==> src/design/acfp_pkg.sv <==
// shared constants and control/status types for the ascii command frame parser
package acfp_pkg;

    // default frame limits
    localparam int CMD_MAX_DEF    = 8;
    localparam int LEN_DIGITS_DEF = 3;
    localparam int DATA_MAX_DEF   = 32;
    localparam int CRC_MAX_DEF    = 4;

    // fixed result field widths
    localparam int CLASS_W      = 2;
    localparam int LENGTH_W     = 10;
    localparam int CRC_TEXT_W   = 32;
    localparam int CRC_CHARS_W  = 3;
    localparam int DATA_COUNT_W = 5;
    localparam int CRC_SLOTS    = 4;
    localparam int CMD_SLOTS    = 4;

    // framing characters
    localparam logic [7:0] CHAR_START = 8'h24;  // '$'
    localparam logic [7:0] CHAR_SEP   = 8'h2C;  // ','
    localparam logic [7:0] CHAR_END   = 8'h40;  // '@'
    localparam logic [7:0] CHAR_ZERO  = 8'h30;  // '0'
    localparam logic [7:0] CHAR_NINE  = 8'h39;  // '9'
    localparam logic [7:0] CHAR_H     = 8'h48;
    localparam logic [7:0] CHAR_W     = 8'h57;
    localparam logic [7:0] CHAR_R     = 8'h52;
    localparam logic [7:0] CHAR_D     = 8'h44;

    // length saturation and decimal base
    localparam logic [LENGTH_W-1:0] LEN_SAT = 10'd1023;
    localparam int                  RADIX   = 10;

    // command classes
    localparam logic [CLASS_W-1:0] CLASS_OTHER = 2'd0;
    localparam logic [CLASS_W-1:0] CLASS_WRITE = 2'd1;
    localparam logic [CLASS_W-1:0] CLASS_READ  = 2'd2;

    // commands from controller to datapath
    typedef struct packed {
        logic take;       // input word accepted this cycle
        logic run_clear;  // restart result run at first data byte
        logic run_step;   // advance to next data byte
        logic out_load;   // capture one result into output registers
    } dp_cmd_t;

    // status from datapath to controller
    typedef struct packed {
        logic frame_end;  // current byte closes an open frame
        logic run_last;   // current run index is the final result
    } dp_sts_t;

endpackage

==> src/design/ascii_command_frame_parser.sv <==
// top level of the ascii command frame parser
//
//  channel  | signals                          | direction | word
//  ---------+----------------------------------+-----------+------------------------
//  rx       | rx_valid rx_ready rx_byte        | in        | one received byte
//  res      | res_valid res_ready cmd_class .. | out       | one result of a frame
//
//  bytes are taken one per cycle while no result run is in progress
//  a closing '@' starts a run of max(1, data count) results, each passing
//  through a fetch and a fill state, set by the registered read of the data byte memory
//  a stalled result holds the run; the last result frees intake at once
//  reset clears frame fields; the data memory needs no clearing pass
module ascii_command_frame_parser
    import acfp_pkg::*;
#(
    parameter int CMD_MAX    = CMD_MAX_DEF,
    parameter int LEN_DIGITS = LEN_DIGITS_DEF,
    parameter int DATA_MAX   = DATA_MAX_DEF,
    parameter int CRC_MAX    = CRC_MAX_DEF
) (
    input  logic                                clk,
    input  logic                                rst_n,
    input  logic                                rx_valid,
    output logic                                rx_ready,
    input  logic [7:0]                          rx_byte,
    output logic                                res_valid,
    input  logic                                res_ready,
    output logic [acfp_pkg::CLASS_W-1:0]        cmd_class,
    output logic [acfp_pkg::LENGTH_W-1:0]       declared_length,
    output logic [acfp_pkg::CRC_TEXT_W-1:0]     crc_text,
    output logic [acfp_pkg::CRC_CHARS_W-1:0]    crc_chars,
    output logic [acfp_pkg::DATA_COUNT_W-1:0]   data_count,
    output logic [7:0]                          data_byte,
    output logic                                last
);

    dp_cmd_t cmd;
    dp_sts_t sts;

    // sequencer
    acfp_ctrl u_ctrl (
        .clk       (clk),
        .rst_n     (rst_n),
        .rx_valid  (rx_valid),
        .rx_ready  (rx_ready),
        .res_valid (res_valid),
        .res_ready (res_ready),
        .sts       (sts),
        .cmd       (cmd)
    );

    // parsing and storage
    acfp_datapath #(
        .CMD_MAX    (CMD_MAX),
        .LEN_DIGITS (LEN_DIGITS),
        .DATA_MAX   (DATA_MAX),
        .CRC_MAX    (CRC_MAX)
    ) u_datapath (
        .clk             (clk),
        .rst_n           (rst_n),
        .rx_byte         (rx_byte),
        .cmd             (cmd),
        .sts             (sts),
        .cmd_class       (cmd_class),
        .declared_length (declared_length),
        .crc_text        (crc_text),
        .crc_chars       (crc_chars),
        .data_count      (data_count),
        .data_byte       (data_byte),
        .last            (last)
    );

endmodule

==> src/design/acfp_datapath.sv <==
// field parsing, frame storage and result registers of the frame parser
module acfp_datapath #(
    parameter int CMD_MAX    = 8,
    parameter int LEN_DIGITS = 3,
    parameter int DATA_MAX   = 32,
    parameter int CRC_MAX    = 4
) (
    input  logic                                clk,
    input  logic                                rst_n,
    input  logic [7:0]                          rx_byte,
    input  acfp_pkg::dp_cmd_t                   cmd,
    output acfp_pkg::dp_sts_t                   sts,
    output logic [acfp_pkg::CLASS_W-1:0]        cmd_class,
    output logic [acfp_pkg::LENGTH_W-1:0]       declared_length,
    output logic [acfp_pkg::CRC_TEXT_W-1:0]     crc_text,
    output logic [acfp_pkg::CRC_CHARS_W-1:0]    crc_chars,
    output logic [acfp_pkg::DATA_COUNT_W-1:0]   data_count,
    output logic [7:0]                          data_byte,
    output logic                                last
);
    import acfp_pkg::*;

    localparam int AW      = $clog2(DATA_MAX);
    localparam int CMD_W   = $clog2(CMD_MAX);
    localparam int CNT_MAX = (CMD_MAX > DATA_MAX) ? CMD_MAX : DATA_MAX;
    localparam int CNT_W   = $clog2(CNT_MAX);
    localparam int PROD_W  = LENGTH_W + 4;

    typedef enum logic [2:0] {
        FS_IDLE,
        FS_CMD,
        FS_LEN,
        FS_DATA,
        FS_CRC,
        FS_TAIL
    } field_t;

    field_t                 field_reg, field_next;
    logic [CNT_W-1:0]       char_count_reg, char_count_next;
    logic [7:0]             cmd_chars_reg [CMD_SLOTS];
    logic [7:0]             cmd_chars_next [CMD_SLOTS];
    logic [CMD_W-1:0]       cmd_len_reg, cmd_len_next;
    logic [LENGTH_W-1:0]    length_reg, length_next;
    logic [AW-1:0]          data_len_reg, data_len_next;
    logic [7:0]             crc_reg [CRC_SLOTS];
    logic [7:0]             crc_next [CRC_SLOTS];
    logic [CRC_CHARS_W-1:0] crc_len_reg, crc_len_next;
    logic [AW-1:0]          run_idx_reg, run_idx_next;

    logic [7:0]             data_mem [DATA_MAX];
    logic [7:0]             rd_data_reg;
    logic                   wr_en;

    logic [PROD_W-1:0]      len_prod;
    logic [CLASS_W-1:0]     class_now;
    logic [AW:0]            run_count;

    // result registers
    logic [CLASS_W-1:0]      cmd_class_reg;
    logic [LENGTH_W-1:0]     declared_length_reg;
    logic [CRC_TEXT_W-1:0]   crc_text_reg;
    logic [CRC_CHARS_W-1:0]  crc_chars_reg;
    logic [DATA_COUNT_W-1:0] data_count_reg;
    logic [7:0]              data_byte_reg;
    logic                    last_reg;

    // decimal accumulate: value * 10 + digit
    assign len_prod = PROD_W'({length_reg, 3'b000}) + PROD_W'({length_reg, 1'b0})
                    + PROD_W'(rx_byte - CHAR_ZERO);

    // frame field update per accepted byte
    always_comb
    begin
        field_next      = field_reg;
        char_count_next = char_count_reg;
        cmd_chars_next  = cmd_chars_reg;
        cmd_len_next    = cmd_len_reg;
        length_next     = length_reg;
        data_len_next   = data_len_reg;
        crc_next        = crc_reg;
        crc_len_next    = crc_len_reg;
        wr_en           = 1'b0;
        if (cmd.take)
        begin
            if (rx_byte == CHAR_START)
            begin
                field_next      = FS_CMD;
                char_count_next = '0;
                for (int i = 0; i < CMD_SLOTS; i++)
                begin
                    cmd_chars_next[i] = '0;
                end
                cmd_len_next    = '0;
                length_next     = '0;
                data_len_next   = '0;
                for (int i = 0; i < CRC_SLOTS; i++)
                begin
                    crc_next[i] = '0;
                end
                crc_len_next    = '0;
            end
            else if (rx_byte == CHAR_SEP)
            begin
                case (field_reg)
                    FS_CMD:  begin field_next = FS_LEN;  char_count_next = '0; end
                    FS_LEN:  begin field_next = FS_DATA; char_count_next = '0; end
                    FS_DATA: begin field_next = FS_CRC;  char_count_next = '0; end
                    FS_CRC:  begin field_next = FS_TAIL; char_count_next = '0; end
                    default: ;
                endcase
            end
            else if (rx_byte == CHAR_END)
            begin
                field_next = FS_IDLE;
            end
            else
            begin
                case (field_reg)
                    FS_CMD:
                    begin
                        if (char_count_reg < CNT_W'(CMD_MAX - 1))
                        begin
                            if (char_count_reg < CNT_W'(CMD_SLOTS))
                            begin
                                cmd_chars_next[char_count_reg[1:0]] = rx_byte;
                            end
                            char_count_next = char_count_reg + 1'b1;
                            cmd_len_next    = CMD_W'(char_count_reg + 1'b1);
                        end
                    end
                    FS_LEN:
                    begin
                        if (char_count_reg < CNT_W'(LEN_DIGITS) &&
                            (rx_byte inside {[CHAR_ZERO:CHAR_NINE]}))
                        begin
                            length_next     = (len_prod > PROD_W'(LEN_SAT)) ?
                                              LEN_SAT : len_prod[LENGTH_W-1:0];
                            char_count_next = char_count_reg + 1'b1;
                        end
                    end
                    FS_DATA:
                    begin
                        if (char_count_reg < CNT_W'(DATA_MAX - 1))
                        begin
                            wr_en           = 1'b1;
                            char_count_next = char_count_reg + 1'b1;
                            data_len_next   = AW'(char_count_reg + 1'b1);
                        end
                    end
                    FS_CRC:
                    begin
                        if (char_count_reg < CNT_W'(CRC_MAX))
                        begin
                            crc_next[char_count_reg[1:0]] = rx_byte;
                            char_count_next = char_count_reg + 1'b1;
                            crc_len_next    = CRC_CHARS_W'(char_count_reg + 1'b1);
                        end
                    end
                    default: ;
                endcase
            end
        end
    end

    // run index for the result sequence
    always_comb
    begin
        run_idx_next = run_idx_reg;
        if (cmd.run_clear)
        begin
            run_idx_next = '0;
        end
        else if (cmd.run_step)
        begin
            run_idx_next = run_idx_reg + 1'b1;
        end
    end

    // command classification on a command of exactly four stored characters
    always_comb
    begin
        class_now = CLASS_OTHER;
        if (cmd_len_reg == CMD_W'(CMD_SLOTS) && cmd_chars_reg[0] == CHAR_H &&
            cmd_chars_reg[1] == CHAR_W)
        begin
            if (cmd_chars_reg[2] == CHAR_W && cmd_chars_reg[3] == CHAR_R)
            begin
                class_now = CLASS_WRITE;
            end
            else if (cmd_chars_reg[2] == CHAR_R && cmd_chars_reg[3] == CHAR_D)
            begin
                class_now = CLASS_READ;
            end
        end
    end

    // run of at least one result
    assign run_count     = (data_len_reg == '0) ? (AW+1)'(1) : {1'b0, data_len_reg};
    assign sts.run_last  = (({1'b0, run_idx_reg} + 1'b1) == run_count);
    assign sts.frame_end = (rx_byte == CHAR_END) && (field_reg != FS_IDLE);

    // frame state registers
    always_ff @(posedge clk or negedge rst_n)
    begin
        if (!rst_n)
        begin
            field_reg      <= FS_IDLE;
            char_count_reg <= '0;
            for (int i = 0; i < CMD_SLOTS; i++)
            begin
                cmd_chars_reg[i] <= '0;
            end
            cmd_len_reg    <= '0;
            length_reg     <= '0;
            data_len_reg   <= '0;
            for (int i = 0; i < CRC_SLOTS; i++)
            begin
                crc_reg[i] <= '0;
            end
            crc_len_reg    <= '0;
            run_idx_reg    <= '0;
        end
        else
        begin
            field_reg      <= field_next;
            char_count_reg <= char_count_next;
            cmd_chars_reg  <= cmd_chars_next;
            cmd_len_reg    <= cmd_len_next;
            length_reg     <= length_next;
            data_len_reg   <= data_len_next;
            crc_reg        <= crc_next;
            crc_len_reg    <= crc_len_next;
            run_idx_reg    <= run_idx_next;
        end
    end

    // data byte memory, one write and one registered read port
    always_ff @(posedge clk)
    begin
        if (wr_en)
        begin
            data_mem[char_count_reg[AW-1:0]] <= rx_byte;
        end
        rd_data_reg <= data_mem[run_idx_reg];
    end

    // result capture
    always_ff @(posedge clk)
    begin
        if (cmd.out_load)
        begin
            cmd_class_reg       <= class_now;
            declared_length_reg <= length_reg;
            crc_text_reg        <= {crc_reg[0], crc_reg[1], crc_reg[2], crc_reg[3]};
            crc_chars_reg       <= crc_len_reg;
            data_count_reg      <= DATA_COUNT_W'(data_len_reg);
            data_byte_reg       <= (data_len_reg == '0) ? 8'd0 : rd_data_reg;
            last_reg            <= sts.run_last;
        end
    end

    assign cmd_class       = cmd_class_reg;
    assign declared_length = declared_length_reg;
    assign crc_text        = crc_text_reg;
    assign crc_chars       = crc_chars_reg;
    assign data_count      = data_count_reg;
    assign data_byte       = data_byte_reg;
    assign last            = last_reg;

endmodule

==> src/design/acfp_ctrl.sv <==
// handshake and result run sequencer of the frame parser
module acfp_ctrl (
    input  logic              clk,
    input  logic              rst_n,
    input  logic              rx_valid,
    output logic              rx_ready,
    output logic              res_valid,
    input  logic              res_ready,
    input  acfp_pkg::dp_sts_t sts,
    output acfp_pkg::dp_cmd_t cmd
);
    import acfp_pkg::*;

    typedef enum logic [1:0] {
        ST_ACCEPT,
        ST_FETCH,
        ST_FILL
    } state_t;

    state_t state_reg, state_next;
    logic   res_valid_reg, res_valid_next;
    logic   slot_free;

    assign rx_ready  = (state_reg == ST_ACCEPT);
    assign res_valid = res_valid_reg;
    assign slot_free = !res_valid_reg || res_ready;

    // next state and commands
    always_comb
    begin
        state_next     = state_reg;
        res_valid_next = res_valid_reg && !res_ready;
        cmd            = '0;
        cmd.take       = rx_valid && rx_ready;
        case (state_reg)
            ST_ACCEPT:
            begin
                if (cmd.take && sts.frame_end)
                begin
                    cmd.run_clear = 1'b1;
                    state_next    = ST_FETCH;
                end
            end
            ST_FETCH:
            begin
                state_next = ST_FILL;
            end
            ST_FILL:
            begin
                if (slot_free)
                begin
                    cmd.out_load   = 1'b1;
                    res_valid_next = 1'b1;
                    if (sts.run_last)
                    begin
                        state_next = ST_ACCEPT;
                    end
                    else
                    begin
                        cmd.run_step = 1'b1;
                        state_next   = ST_FETCH;
                    end
                end
            end
            default:
            begin
                state_next = ST_ACCEPT;
            end
        endcase
    end

    // state and output valid
    always_ff @(posedge clk or negedge rst_n)
    begin
        if (!rst_n)
        begin
            state_reg     <= ST_ACCEPT;
            res_valid_reg <= 1'b0;
        end
        else
        begin
            state_reg     <= state_next;
            res_valid_reg <= res_valid_next;
        end
    end

    // no byte taken while a run is being loaded
    a_no_take_in_run: assert property (@(posedge clk) disable iff (!rst_n)
        cmd.out_load |-> !cmd.take)
        else $error("byte accepted during result run");

    // a loaded result is offered next cycle
    a_load_shows: assert property (@(posedge clk) disable iff (!rst_n)
        cmd.out_load |=> res_valid)
        else $error("loaded result not presented");

    // end of frame stops intake
    a_end_blocks: assert property (@(posedge clk) disable iff (!rst_n)
        (cmd.take && sts.frame_end) |=> !rx_ready)
        else $error("intake continued after frame end");

    // final result of a run reopens intake
    a_last_reopens: assert property (@(posedge clk) disable iff (!rst_n)
        (cmd.out_load && sts.run_last) |=> rx_ready)
        else $error("intake not reopened after final result");

endmodule

==> config.mk <==
export PLATFORM = sky130hd
export DESIGN_NAME = ascii_command_frame_parser
export DESIGN_NICKNAME = d
export VERILOG_FILES = /design/src/design/acfp_pkg.sv /design/src/design/ascii_command_frame_parser.sv /design/src/design/acfp_datapath.sv /design/src/design/acfp_ctrl.sv
export SDC_FILE = /design/constraint.sdc
export NUM_CORES = 1
export LEC_CHECK = 0
export BUFFER_PORTS_ARGS = -buffer_cell sky130_fd_sc_hd__buf_2
export CAP_MARGIN = 25
export CORE_ASPECT_RATIO = 0.5
export CORE_MARGIN = 2
export CORE_UTILIZATION = 61
export DETAILED_ROUTE_END_ITERATION = 7
export GPL_TIMING_DRIVEN = 0
export MAX_ROUTING_LAYER = met4
export PLACE_DENSITY_LB_ADDON = 0.2
export RECOVER_POWER = 25
export SLEW_MARGIN = 30
export SYNTH_ARGS = -nofsm -noshare
export SYNTH_HDL_FRONTEND = slang
export SYNTH_HIERARCHICAL = 1
export SYNTH_SLANG_ARGS = --single-unit
==> constraint.sdc <==
create_clock -name clk -period 4.6 [get_ports clk]
set_input_delay 0.23 -clock clk [delete_from_list [all_inputs] [get_ports clk]]
set_output_delay 0.23 -clock clk [all_outputs]
set_load 0.01 [all_outputs]
**After elaboration in Yosys (flattened, before gate mapping)**

Memory sizes are Yosys's and may differ from the RTL's. A register that Yosys moved wholly into a read port is not among the register bits.
Index checks and enable logic that the tools add are counted.

- Word-level logic and storage cells: 181
- Output and inout port bits: 63
- Bits in registers: 162
- Memories: 1
- Memory bits (writable): 256
- Input bits: 12

- $lt $le $gt $ge: 9
- Add/sub/neg operators: 6
- Equal/unequal tests: 28
- Reductions and logical operators: 38
- Bitwise gates (word level): 2
- Mux-type cells: 72

Memory list:

| memory | depth | width | read ports | clocked after memory_dff | wr ports | line | text |
|---|---|---|---|---|---|---|---|
| u_datapath.data_mem | 32 | 8 | 1 | 1 | 1 | acfp_datapath.sv:50 | `logic [7:0] data_mem [DATA_MAX];` |

Operator list:

| operator | count |
|---|---|
| $mux 32 | 11 |
| $mux 5 | 15 |
| $bwmux 32 | 2 |
| $mux 10 | 6 |
| $eq 8x7->1 const B | 7 |
| $mux 3 | 13 |
| $pmux 5 s4 | 1 |
| $reduce_and 5->1 | 4 |
| $reduce_bool 2->1 | 9 |
| $demux 8 s2 | 1 |
| $eq 8x6->1 const B | 2 |
| $ne 4x1->1 const B | 4 |
| $mux 1 | 15 |
| $add 13x11->14 | 1 |
| $add 14x14->14 | 1 |
| $gt 14x10->1 const B | 1 |
| $pmux 3 s4 | 1 |
| $logic_and 1x1->1 | 11 |
| $add 5x1->5 const B | 2 |
| $lt 5x3->1 const B | 2 |
| $mux 2 | 5 |
| $sub 8x6->9 const B | 1 |
| $ge 8x6->1 const B | 1 |
| $le 8x6->1 const B | 1 |
| 32 further kinds | 38 |

**Depth between registers and ports, before layout**

Gate-level depths: netlist of run 1.

- Depth after elaboration: 12
- Depth in mapped cells: 13
- Mapped depth without buffers: 12

**Hierarchy**

The synthesis of run 1 kept the hierarchy.

Modules (own cells, without submodules):

| module | instances | cells each | seq. area each (um2) | area an instance (um2) |
|---|---|---|---|---|
| acfp_datapath | 1 | 1003 | 12131.6 | 17465.5 |
| acfp_ctrl | 1 | 18 | 75.1 | 163.9 |

**Least setup slack after synthesis of run 1**

Ideal clock, no wire load.

- Kind: flip-flop to flip-flop
- Start point: register u_ctrl.state_reg[0]
- End point: register u_datapath.cmd_class_reg[0] (netlist: u_datapath/cmd_class[0]) (enable)
- Clock period less this slack: 3.652 ns
- Path slack: 0.948 ns
- Stages on the path, launching flop included: 3
- Setup time: 0.480 ns
- Buffers on the path: 0
- Data arrival time: 3.172 ns
- Path through: dfrtp_1 -> nand2b_1 -> nor2_1

RTL lines:

| element | line | text |
|---|---|---|
| start, declared | acfp_ctrl.sv:20 | `state_t state_reg, state_next;` |
| start signal, assigned | acfp_ctrl.sv:82 | `state_reg <= state_next;` |
| end signal, assigned | acfp_datapath.sv:252 | `cmd_class_reg <= class_now;` |
| end, declared | acfp_datapath.sv:59 | `logic [CLASS_W-1:0] cmd_class_reg;` |

**Final worst setup path of run 1**

- Start point: input port rx_byte[2]
- End point: memory u_datapath.data_mem[24][3] (enable)

- Word-level cells in the longest chain between the ends: 7

Ends and longest elaborated chain:

| element | line | text |
|---|---|---|
| start, declared | ascii_command_frame_parser.sv:25 | `input logic [7:0] rx_byte,` |
| $eq 8x7->1 | acfp_datapath.sv:112 | `else if (rx_byte == CHAR_END)` |
| $mux 1 | acfp_datapath.sv:112 |  |
| $mux 1 | acfp_datapath.sv:102 | `else if (rx_byte == CHAR_SEP)` |
| $mux 1 * | acfp_datapath.sv:85 | `if (rx_byte == CHAR_START)` |
| $mux 1 * | acfp_datapath.sv:83 | `if (cmd.take)` |
| $mux 1 * | acfp_datapath.sv:240 | `if (wr_en)` |
| $mux 1 (not written as such) * | acfp_datapath.sv:242 | `data_mem[char_count_reg[AW-1:0]] <= rx_byte;` |
| end, declared | acfp_datapath.sv:50 |  |

Mark *: on every way between the ends. The rest lies on a longest branch, timed or not.

==> results.txt, run 1 <==
outcome: complete, but fails checks
failing checks: max-capacitance violations, max-slew violations
Power Internal: 7490 uW
period utilization: 89.3%
layout cell share with drive strength beyond 1: 21.3%
Clk Latency, worst-skew pair: 0.54 ns
DR vias: 10000
Leak: 0.00711 uW
Area growth syn-to-layout: 11.9%
Final Skew: 0.0238 ns
Setup CP Type: input pin to flop
commonest non-fill, non-tap cell in the layout: edfxtp_1
Netlist cell types: 74
first-pass GRT wire length: 61.0 mm
Worst Hold Class: input pin to flop
ys flop type: edfxtp_1
CTS Sinks: 426
R2R Path Start: u_datapath/run_idx_reg[1]$_DFFE_PN0P_
Core Rows: 43
RSZ-0062 raised after global routing: no
Post-synth EDFFs: 317
CP arrival: 4.27 ns
vias in the first global route: 10000
DR pass1 iterations: 5
Synth Area in XOR/XNOR: 0.994%
wire per inst: 25.8 um
delay of the slowest critical-path stage: 1.24 ns
Seq pwr share: 45.8%
DR DRC count: 0
crit path time final: 4.11 ns
Least-Margin Pin Slew: 2.58 ns
Detailed Route Iter0 Violations: 1337
Syn Area/Cell: 17.3 sq um
Top-Level Pins: 75
crit path from: rx_byte[2]
Async SR Flop Fraction: 23.7%
Largest register FFs: 256
htree depth: 2
NetSw: 2940 uW
cells on worst reg2reg path: 12
DRT Wirelength: 39.8 mm
Synth Area in Adders: 2.65%
Req. time, crit path: 4.76 ns
Die X: 244 um
mux share of post-synthesis cell area: 11.5%
Antenna Violating Nets Remaining: 0
pre-CTS setup slack: 0.216 ns
Final setup viols: 0
Pwr Density: 529 nW/um^2
DR vias/cell: 6.48
Final Hold Fails: 0
synthesized net count: 1065
worst setup margin: 0.494 ns
largest net degree at the start of global routing: 56
highest clock rate: 244 MHz
largest family of logic cells by synthesized area: multiplexers
Max VDD drop: 0.298 mV
slowest CP cell: clkbuf_1
PortBufs: 74
sequential area share after synthesis: 69.2%
Synth Warn #: 6
most frequent cells in the layout: edfxtp_1 (317), dfrtp_1 (101), buf_2 (83)
Initial Util: 62.8%
Core ar.: 28100 sq um
initial antenna violation count: 0
CTS tree: built
total power: 10400 uW
max-cap viol count: 2
Simple-Gate Fraction of Synth Area: 6.01%
CTS clk-pin slew, worst paths: 0.07 ns
cell depth of the worst hold path: 4
DP HPWL: 25.3 mm
fin. max-slew vios: 82
Worst setup SP type: input pin
RD Place Congestion: 0.886
switch share: 28.2%
fin nets: 1181
CP endpoint kind: flop
# diodes: 0
worst-path fanout max: 34
Slew HR: -71.8%
synthesized area: 17600 sq um
Most common cell on crit path: buf_2
hold path start: rx_valid
CTS root buf: clkbuf_16
combinational group share of total power: 25.0%
Clock power frac: 29.2%
clock buffer depth: 3
Die Area: 30400 sq um
CP Cell Sequence: clkbuf_1, buf_2, nor4_2, and4b_1, buf_2, nand4b_4, nor2_2, nand2_1, nor2_1
Die Ht: 124 um
flop and latch count out of synthesis: 426
global route total overflow: 0
cts bufs inserted: 36
GRT Resource Usage Total: 27.8%
Cells after Synth: 1021
fraction of the mapped netlist area in compound gates: 7.19%
setup TNS: 0 ns
-- cell usage after synthesis (7+ instances only) --
cell type  number  area (sq um)
edfxtp_1      317          9520
dfrtp_1       101          2530
mux4_2         66          1490
nor2_1         60           225
inv_1          35           131
a32o_1         33           330
a22o_1         32           280
a21oi_1        29           145
clkbuf_1       27           101
nand2_1        25          93.8
ha_1           23           288
o21ai_0        20           100
nor3_1         19          95.1
mux4_1         14           368
nand3_1        14          70.1
xor2_1         14           123
nor2b_1        12          75.1
buf_2          11          55.1
mux2_2         11           124
and3_1         10          62.6
fa_1            9           180
dfxtp_1         8           160
a31oi_1         7          43.8
nand3b_1        7          52.6
o21ai_2         7          61.3
-- kinds of logic (layout without fill, tap and decap cells) --
logic type / Yosys count / count (layout)
DFF: 426 / 426
and+or+nand+nor: 195 / 195
AOI/OAI and AO/OA: 165 / 165
muxes: 96 / 96
buffers and inverters: 87 / 228
adders and majority gates: 32 / 32
xor gates and xnor gates: 20 / 20
-- repair_timing --
action / CTS / global route
endpoints found under the setup margin: 0 / 0
endpoints found under the hold margin: 46 / 0
hold buffers: 1 / 0
setup buffers: 0 / 0
gates resized for setup: 0 / 0
-- power groups by stage --
stage               clock (uW)  sequential [uW]  combinational, uW
floorplan                    0             4860               1710
global placement             0             4860               2470
detailed placement           0             4850               2570
CTS                       3070             4770               2610
global route              3260             4810               2770
finish                    3050             4780               2610
-- worst paths after layout --
| check | slack (ns) | endpoint |
|---|---|---|
| min in group asynchronous | 1.05 | u_datapath/crc_reg[22]$_DFFE_PN0P_ |
| max reg2reg | 0.90 | u_datapath/run_idx_reg[3]$_DFFE_PN0P_ |
| max | 0.49 | u_datapath/data_mem[24][3]$_DFFE_PP_ |
| min | 0.09 | u_ctrl/state_reg[0]$_DFFE_PN0P_ |
| min reg2reg | 0.45 | u_datapath/crc_text[22]$_DFFE_PP_ |
| max in group asynchronous | 2.08 | u_datapath/cmd_chars_reg[12]$_DFFE_PN0P_ |
-- critical path: cells and delay by family --
kind | cells | cell delay, ns
AND/OR/NAND/NOR | 6 | 2.17
buffers and inverters | 3 | 1.85
-- final cells by class --
type	instances	area, sq um
clock buffers	50	1010
multi-input cells	508	5010
fillers	1766	8350
flip-flops and latches	426	12200
repair buffers	78	460
clock inverters	13	150
plain buffers	52	293
well taps	382	478
inverters	35	131
-- per-layer routing --
metal	routed length, um	part of all wire (%)	GRT usage (%)
met1	16700	42	39.6
met2	19100	48	42.6
met3	3300	8.3	5.22
met4	705	1.8	6.60
met5	0	0	-
-- through the flow --
step	instance area [sq um]	utilization, %	hold slack, ns	cells
3_5_place_dp	18600	66.1	0.189	1480
2_1_floorplan	17600	-	-0.0656	1021
5_1_grt	19700	70.3	0.0921	1544
6_report	19700	70.3	0.0883	1544
4_1_cts	19700	70.3	0.0672	1544
3_3_place_gp	18500	65.8	0.431	1477
Power figures use the tool's default switching activity.
==> run 2, diff against run 1 <==
--- a/config.mk
+++ b/config.mk
@@ -12,6 +12,7 @@
 export CORE_UTILIZATION = 61
 export DETAILED_ROUTE_END_ITERATION = 7
 export GPL_TIMING_DRIVEN = 0
+export HOLD_SLACK_MARGIN = 0.12
 export MAX_ROUTING_LAYER = met4
 export PLACE_DENSITY_LB_ADDON = 0.2
 export RECOVER_POWER = 25
==> constraint.sdc (replaced) <==
create_clock -name clk -period 4.6 [get_ports clk]
set_input_delay 0.46 -clock clk [delete_from_list [all_inputs] [get_ports clk]]
set_output_delay 0.46 -clock clk [all_outputs]
set_load 0.01 [all_outputs]
==> run 2 against run 1 <==
  * The flow still finishes with violations (max-capacitance violations, max-slew violations)
  * Clock power about the same
  * Sequential share of layout area about the same
  * Hold slack improved by 0.22 ns
  * Sequential power about the same
  * Cell area about the same
  * Wire length increased by 0.26%
  * Clock-buffer cell count unchanged
  * First-iteration DRC count decreased by 2.5%
  * Critical path type unchanged
==> results.txt, run 2 (same netlist as run 1, synthesis figures left out) <==
outcome: complete, but fails checks (unchanged)
failing checks: max-capacitance violations, max-slew violations (unchanged)
delay of the slowest critical-path stage: 0.65 ns (was 1.24 ns)
Least-Margin Pin Slew: 2.58 ns (about the same)
worst setup margin: 0.429 ns (was 0.494 ns)
DR DRC count: 0 (unchanged)
Antenna Violating Nets Remaining: 0 (unchanged)
DP HPWL: 25.3 mm (unchanged)
CP Cell Sequence: buf_2, clkbuf_1, xor2_1, fa_1, inv_1, ha_1, a21o_1, a31o_1, o211a_1, or4_1, a22oi_4, a31oi_1 (was clkbuf_1, buf_2, nor4_2, and4b_1, buf_2, nand4b_4, nor2_2, nand2_1, nor2_1)
fin. max-slew vios: 47 (was 82)
# diodes: 0 (unchanged)
combinational group share of total power: 25.0% (about the same)
RSZ-0062 raised after global routing: no (unchanged)
commonest non-fill, non-tap cell in the layout: edfxtp_1 (unchanged)
R2R setup slack: 0.88 ns (was 0.90 ns)
slowest CP cell: clkbuf_1 (unchanged)
most frequent cells in the layout: edfxtp_1 (317), dfrtp_1 (101), buf_2 (84) (was edfxtp_1 (317), dfrtp_1 (101), buf_2 (83))
PortBufs: 74 (unchanged)
initial antenna violation count: 0 (unchanged)
Final Hold Fails: 0 (unchanged)
max-cap viol count: 1 (was 2)
Req. time, crit path: 4.98 ns (was 4.76 ns)
Max VDD drop: 0.299 mV (was 0.298 mV)
Final setup viols: 0 (unchanged)
post-layout util: 70.3% (about the same)
RD Place Congestion: 0.886 (unchanged)
DRT Wirelength: 39.9 mm (was 39.8 mm)
highest clock rate: 240 MHz (was 244 MHz)
switch share: 28.3% (was 28.2%)
Core Rows: 43 (unchanged)
wire per inst: 25.8 um (about the same)
Top-Level Pins: 75 (unchanged)
Seq pwr share: 45.8% (about the same)
worst-path fanout max: 37 (was 34)
CTS clk-pin slew, worst paths: 0.07 ns (about the same)
Inst Count DP: 1480 (unchanged)
Clk Latency, worst-skew pair: 0.54 ns (about the same)
DR pass1 iterations: 7 (was 5)
Worst setup SP type: input pin (unchanged)
R2R Path Start: u_datapath/run_idx_reg[1]$_DFFE_PN0P_ (unchanged)
crit path from: rx_byte[6] (was rx_byte[2])
Slew HR: -71.8% (about the same)
Core ar.: 28100 sq um (unchanged)
final non-filler cell total: 1544 (unchanged)
fillers: 1765 (was 1766)
Power Internal: 7490 uW (about the same)
Leak: 0.00711 uW (about the same)
Pwr Density: 529 nW/um^2 (about the same)
Area growth syn-to-layout: 11.9% (about the same)
largest net degree at the start of global routing: 56 (unchanged)
clock buffer depth: 3 (unchanged)
CP endpoint kind: flop (unchanged)
Setup CP Type: input pin to flop (unchanged)
NetSw: 2950 uW (was 2940 uW)
CTS tree: built (unchanged)
DR vias/cell: 6.50 (was 6.48)
register area: 12200 sq um (unchanged)
Clock power frac: 29.2% (about the same)
crit path time final: 4.17 ns (was 4.11 ns)
post-CTS setup repair buffer count: 0 (unchanged)
cells on worst reg2reg path: 12 (unchanged)
Die Ht: 124 um (unchanged)
fin nets: 1181 (unchanged)
Final Skew: 0.0218 ns (was 0.0238 ns)
endpoint of the worst setup timing path: u_datapath/length_reg[7]$_DFFE_PN0P_ (was u_datapath/data_mem[24][3]$_DFFE_PP_)
cts bufs inserted: 36 (unchanged)
first-pass GRT wire length: 61.0 mm (about the same)
Largest register FFs: 256 (unchanged)
vias in the first global route: 10000 (about the same)
period utilization: 90.7% (was 89.3%)
CTS Sinks: 426 (unchanged)
Die Area: 30400 sq um (unchanged)
layout cell share with drive strength beyond 1: 21.4% (was 21.3%)
Initial Util: 62.8% (unchanged)
Detailed Route Iter0 Violations: 1303 (was 1337)
Worst Hold Class: input pin to flop (unchanged)
Die X: 244 um (unchanged)
pre-CTS setup slack: -0.0138 ns (was 0.216 ns)
Multi-input gate area: 5010 sq um (unchanged)
DR vias: 10000 (about the same)
htree depth: 2 (unchanged)
R2R Path End: u_datapath/run_idx_reg[3]$_DFFE_PN0P_ (unchanged)
global route total overflow: 0 (unchanged)
CP arrival: 4.55 ns (was 4.27 ns)
GRT Resource Usage Total: 27.8% (about the same)
CTS root buf: clkbuf_16 (unchanged)
[run 2: power groups by stage]
stage | sequential, uW | combinational, uW | clock [uW]
finish | 4780 | 2610 | 3050
global route | 4810 | 2770 | 3260
CTS | 4770 | 2610 | 3070
detailed placement | 4850 | 2570 | 0
global placement | 4860 | 2470 | 0
floorplan | 4860 | 1710 | 0
[run 2: layout make-up]
| type | instances | share of cell area (%) |
|---|---|---|
| clock inverters | 13 | 0.761 |
| repair buffers | 78 | 2.34 |
| multi-input cells | 508 | 25.4 |
| clock buffers | 50 | 5.10 |
| flip-flops and latches | 426 | 61.9 |
| inverters | 35 | 0.666 |
| well taps | 382 | 2.42 |
| plain buffers | 52 | 1.48 |
[run 2: critical path: cells and delay by family]
kind	cells	cell delay [ns]
and+or+nand+nor	1	0.55
xor gates and xnor gates	1	0.17
AOI/OAI and AO/OA	5	1.22
adders and majority gates	2	0.86
buffers and inverters	3	1.26
[run 2: worst min path at each step]
| stage | start | endpoint | slack [ns] | cells after the start |
|---|---|---|---|---|
| 2_1_floorplan | rst_n | u_ctrl/res_valid$_DFF_PN0_ | 0.16 | 0 |
| 3_3_place_gp | u_datapath/crc_reg[22]$_DFFE_PN0P_ | u_datapath/crc_text[22]$_DFFE_PP_ | 0.43 | 0 |
| 3_5_place_dp | rst_n | u_datapath/crc_reg[13]$_DFFE_PN0P_ | 0.42 | 1 |
| 4_1_cts | res_ready | u_ctrl/res_valid$_DFF_PN0_ | 0.30 | 3 |
| 5_1_grt | res_ready | u_ctrl/res_valid$_DFF_PN0_ | 0.32 | 3 |
| 6_report | rx_valid | u_ctrl/state_reg[0]$_DFFE_PN0P_ | 0.31 | 4 |
[run 2: what timing repair did]
item | 4_1_cts | 5_1_grt
hold buffers | 1 | 0
endpoints found under the hold margin | 46 | 0
gates resized for setup | 0 | 0
setup endpoints to repair | 0 | 0
[run 2: through the flow]
step                      area [sq um]  hold WS [ns]  total power (uW)  setup TNS [ns]
after global placement           18500         0.431              7330          -29.30
final                            19700         0.311             10400               0
after global routing             19700         0.322             10800               0
after floorplan                  17600         0.164              6570               0
after CTS                        19700         0.297             10500               0
after detailed placement         18600         0.419              7420         -0.0138
[run 2: per-layer routing]
| metal | GRT usage [%] | share of wire [%] | vias up |
|---|---|---|---|
| li1 | - | - | 4288 |
| met1 | 39.5 | 42 | 5211 |
| met2 | 42.6 | 48 | 486 |
| met3 | 5.22 | 8.2 | 51 |
| met4 | 6.60 | 1.7 | 0 |
| met5 | - | 0 | - |
==> run 3, diff against run 2 <==
--- a/config.mk
+++ b/config.mk
@@ -7,9 +7,11 @@
 export LEC_CHECK = 0
 export BUFFER_PORTS_ARGS = -buffer_cell sky130_fd_sc_hd__buf_2
 export CAP_MARGIN = 25
+export CELL_PAD_IN_SITES_DETAIL_PLACEMENT = 0
+export CELL_PAD_IN_SITES_GLOBAL_PLACEMENT = 1
 export CORE_ASPECT_RATIO = 0.5
 export CORE_MARGIN = 2
-export CORE_UTILIZATION = 61
+export CORE_UTILIZATION = 53
 export DETAILED_ROUTE_END_ITERATION = 7
 export GPL_TIMING_DRIVEN = 0
 export HOLD_SLACK_MARGIN = 0.12
==> run 3 against run 2 <==
  * The flow still finishes with violations (max-capacitance violations, max-slew violations)
  * Clock-buffer cell count up 7
  * Non-clock buffer count up 1
  * Via count down 3.0%
  * Global-route usage down 4.4 points
  * Highest routed layer unchanged
  * Flip-flop and latch count unchanged
  * Power up 0.75%
  * Combinational power about the same
  * Wire length down 4.2%
  * First-iteration DRC count down 34%
  * Cell count up 4.5%
  * Die area up 15%
  * Largest power group unchanged
  * Clock power up 4%
==> results.txt, run 3 (same netlist as run 1, synthesis figures left out) <==
outcome: complete, but fails checks (unchanged)
failing checks: max-capacitance violations, max-slew violations (unchanged)
period utilization: 91.3% (was 90.7%)
Final Skew: 0.0199 ns (was 0.0218 ns)
CTS tree: built (unchanged)
slowest CP cell: buf_2 (was clkbuf_1)
Req. time, crit path: 4.98 ns (about the same)
initial antenna violation count: 0 (unchanged)
Setup CP Type: input pin to flop (unchanged)
wire per inst: 23.7 um (was 25.8 um)
CP Cell Sequence: buf_2, clkbuf_1, inv_1, ha_1, inv_1, fa_1, inv_1, ha_1, a31o_1, o211a_1, or4_1, a22oi_4, a31oi_1 (was buf_2, clkbuf_1, xor2_1, fa_1, inv_1, ha_1, a21o_1, a31o_1, o211a_1, or4_1, a22oi_4, a31oi_1)
Core Rows: 47 (was 43)
worst-path fanout max: 35 (was 37)
post-cts resize count: 0 (unchanged)
cells on worst reg2reg path: 12 (unchanged)
CP endpoint kind: flop (unchanged)
Max VDD drop: 0.245 mV (was 0.299 mV)
first-pass GRT wire length: 58.6 mm (was 61.0 mm)
layout cell share with drive strength beyond 1: 21.6% (was 21.4%)
R2R setup slack: 0.98 ns (was 0.88 ns)
commonest non-fill, non-tap cell in the layout: edfxtp_1 (unchanged)
Die X: 262 um (was 244 um)
Antenna Violating Nets Remaining: 0 (unchanged)
CTS clk-pin slew, worst paths: 0.06 ns (was 0.07 ns)
Initial Util: 53.5% (was 62.8%)
fin nets: 1185 (was 1181)
Worst Hold Class: input pin to flop (unchanged)
endpoint of the worst setup timing path: u_datapath/length_reg[5]$_DFFE_PN0P_ (was u_datapath/length_reg[7]$_DFFE_PN0P_)
Pwr Density: 528 nW/um^2 (was 529 nW/um^2)
crit path from: rx_byte[4] (was rx_byte[6])
Final setup viols: 0 (unchanged)
DR pass1 iterations: 5 (was 7)
DR vias/cell: 6.03 (was 6.50)
Final Hold Fails: 0 (unchanged)
most frequent cells in the layout: edfxtp_1 (317), dfrtp_1 (101), buf_2 (84) (unchanged)
CTS Sinks: 426 (unchanged)
vias in the first global route: 9572 (was 10000)
Top-Level Pins: 75 (unchanged)
global route total overflow: 0 (unchanged)
DR DRC count: 0 (unchanged)
DP HPWL: 25.3 mm (about the same)
R2R Path End: u_datapath/run_idx_reg[3]$_DFFE_PN0P_ (unchanged)
Most common cell on crit path: inv_1
R2R Path Start: u_datapath/run_idx_reg[1]$_DFFE_PN0P_ (unchanged)
Die Ht: 133 um (was 124 um)
CTS root buf: clkbuf_16 (unchanged)
Slew HR: -54.0% (was -71.8%)
Least-Margin Pin Slew: 2.31 ns (was 2.58 ns)
Area growth syn-to-layout: 13.0% (was 11.9%)
crit path time final: 4.20 ns (was 4.17 ns)
RD Place Congestion: 0.836 (was 0.886)
largest net degree at the start of global routing: 64 (was 56)
PortBufs: 74 (unchanged)
delay of the slowest critical-path stage: 0.60 ns (was 0.65 ns)
# diodes: 0 (unchanged)
Clk Latency, worst-skew pair: 0.55 ns (was 0.54 ns)
worst setup margin: 0.402 ns (was 0.429 ns)
Worst setup SP type: input pin (unchanged)
Hold-fix buffers, CTS: 1 (unchanged)
total power: 10500 uW (was 10400 uW)
cts bufs inserted: 39 (was 36)
DRT Wirelength: 38.2 mm (was 39.9 mm)
CP arrival: 4.58 ns (was 4.55 ns)
Core ar.: 32900 sq um (was 28100 sq um)
Die Area: 34800 sq um (was 30400 sq um)
Hold Worst Slack: 0.284 ns (was 0.311 ns)
GRT Resource Usage Total: 23.4% (was 27.8%)
clock buffer depth: 3 (unchanged)
RSZ-0062 raised after global routing: no (unchanged)
Largest register FFs: 256 (unchanged)
Leak: 0.00716 uW (was 0.00711 uW)
fin. max-slew vios: 39 (was 47)
setup TNS: 0 ns (unchanged)
Detailed Route Iter0 Violations: 866 (was 1303)
pre-CTS setup slack: -0.113 ns (was -0.0138 ns)
htree depth: 2 (unchanged)
highest clock rate: 238 MHz (was 240 MHz)
post-CTS setup repair buffer count: 0 (unchanged)
max-cap viol count: 1 (unchanged)
DR vias: 9731 (was 10000)
-- run 3: cell count changes in the layout (fill, tap and decap cells not counted) --
cell	delta
inv_6	+2
clkbuf_1	+4
clkbuf_2	-1
clkinv_1	+1
clkinv_4	-1
clkbuf_8	+1
buf_1	+1
clkbuf_16	+2
buf_16	+1
-- run 3: layer usage --
layer,vias up,track usage (%),wire (um)
li1,4308,-,-
met1,5057,35.0,17500
met2,331,33.7,17300
met3,35,5.29,3050
met4,0,3.99,366
met5,-,-,0
-- run 3: worst max-delay path, delay by kind of cell --
kind	cells	cell delay (ns)
AO/OA/AOI/OAI	4	1.04
adder cells (fa/ha/maj)	3	1.14
buffers and inverters	5	1.35
AND/OR/NAND/NOR	1	0.55
-- run 3: worst min-delay path by stage --
stage | from | end | cells after the start
6_report | res_ready | u_ctrl/res_valid$_DFF_PN0_ | 3
2_1_floorplan | rst_n | u_ctrl/res_valid$_DFF_PN0_ | 0
4_1_cts | res_ready | u_ctrl/res_valid$_DFF_PN0_ | 3
3_3_place_gp | u_datapath/crc_len_reg[1]$_DFFE_PN0P_ | u_datapath/crc_chars[1]$_DFFE_PP_ | 0
5_1_grt | res_ready | u_ctrl/res_valid$_DFF_PN0_ | 3
3_5_place_dp | rst_n | u_datapath/crc_reg[31]$_DFFE_PN0P_ | 1
-- run 3: cell type report --
class	count	area (sq um)
fill	2474	13000
sequential	426	12200
multi-input combinational	508	5010
clock buffer	57	1080
tap	441	552
timing repair buffer	79	489
buffer	52	292
clock inverter	15	163
inverter	35	131
-- run 3: per-stage QoR --
step | instances | util (%) | cell area (sq um)
global route | 1613 | 60.5 | 19900
detailed placement | 1540 | 56.7 | 18700
finish | 1613 | 60.5 | 19900
floorplan | 1021 | - | 17600
global placement | 1536 | 56.3 | 18600
CTS | 1613 | 60.5 | 19900
-- run 3: where the power goes --
part	switching (uW)	internal, uW	leakage [uW]
Combinational	1360	1220	0.00228
Sequential	196	4580	0.00428
Clock	1350	1820	0.000607
Total	2910	7620	0.00716
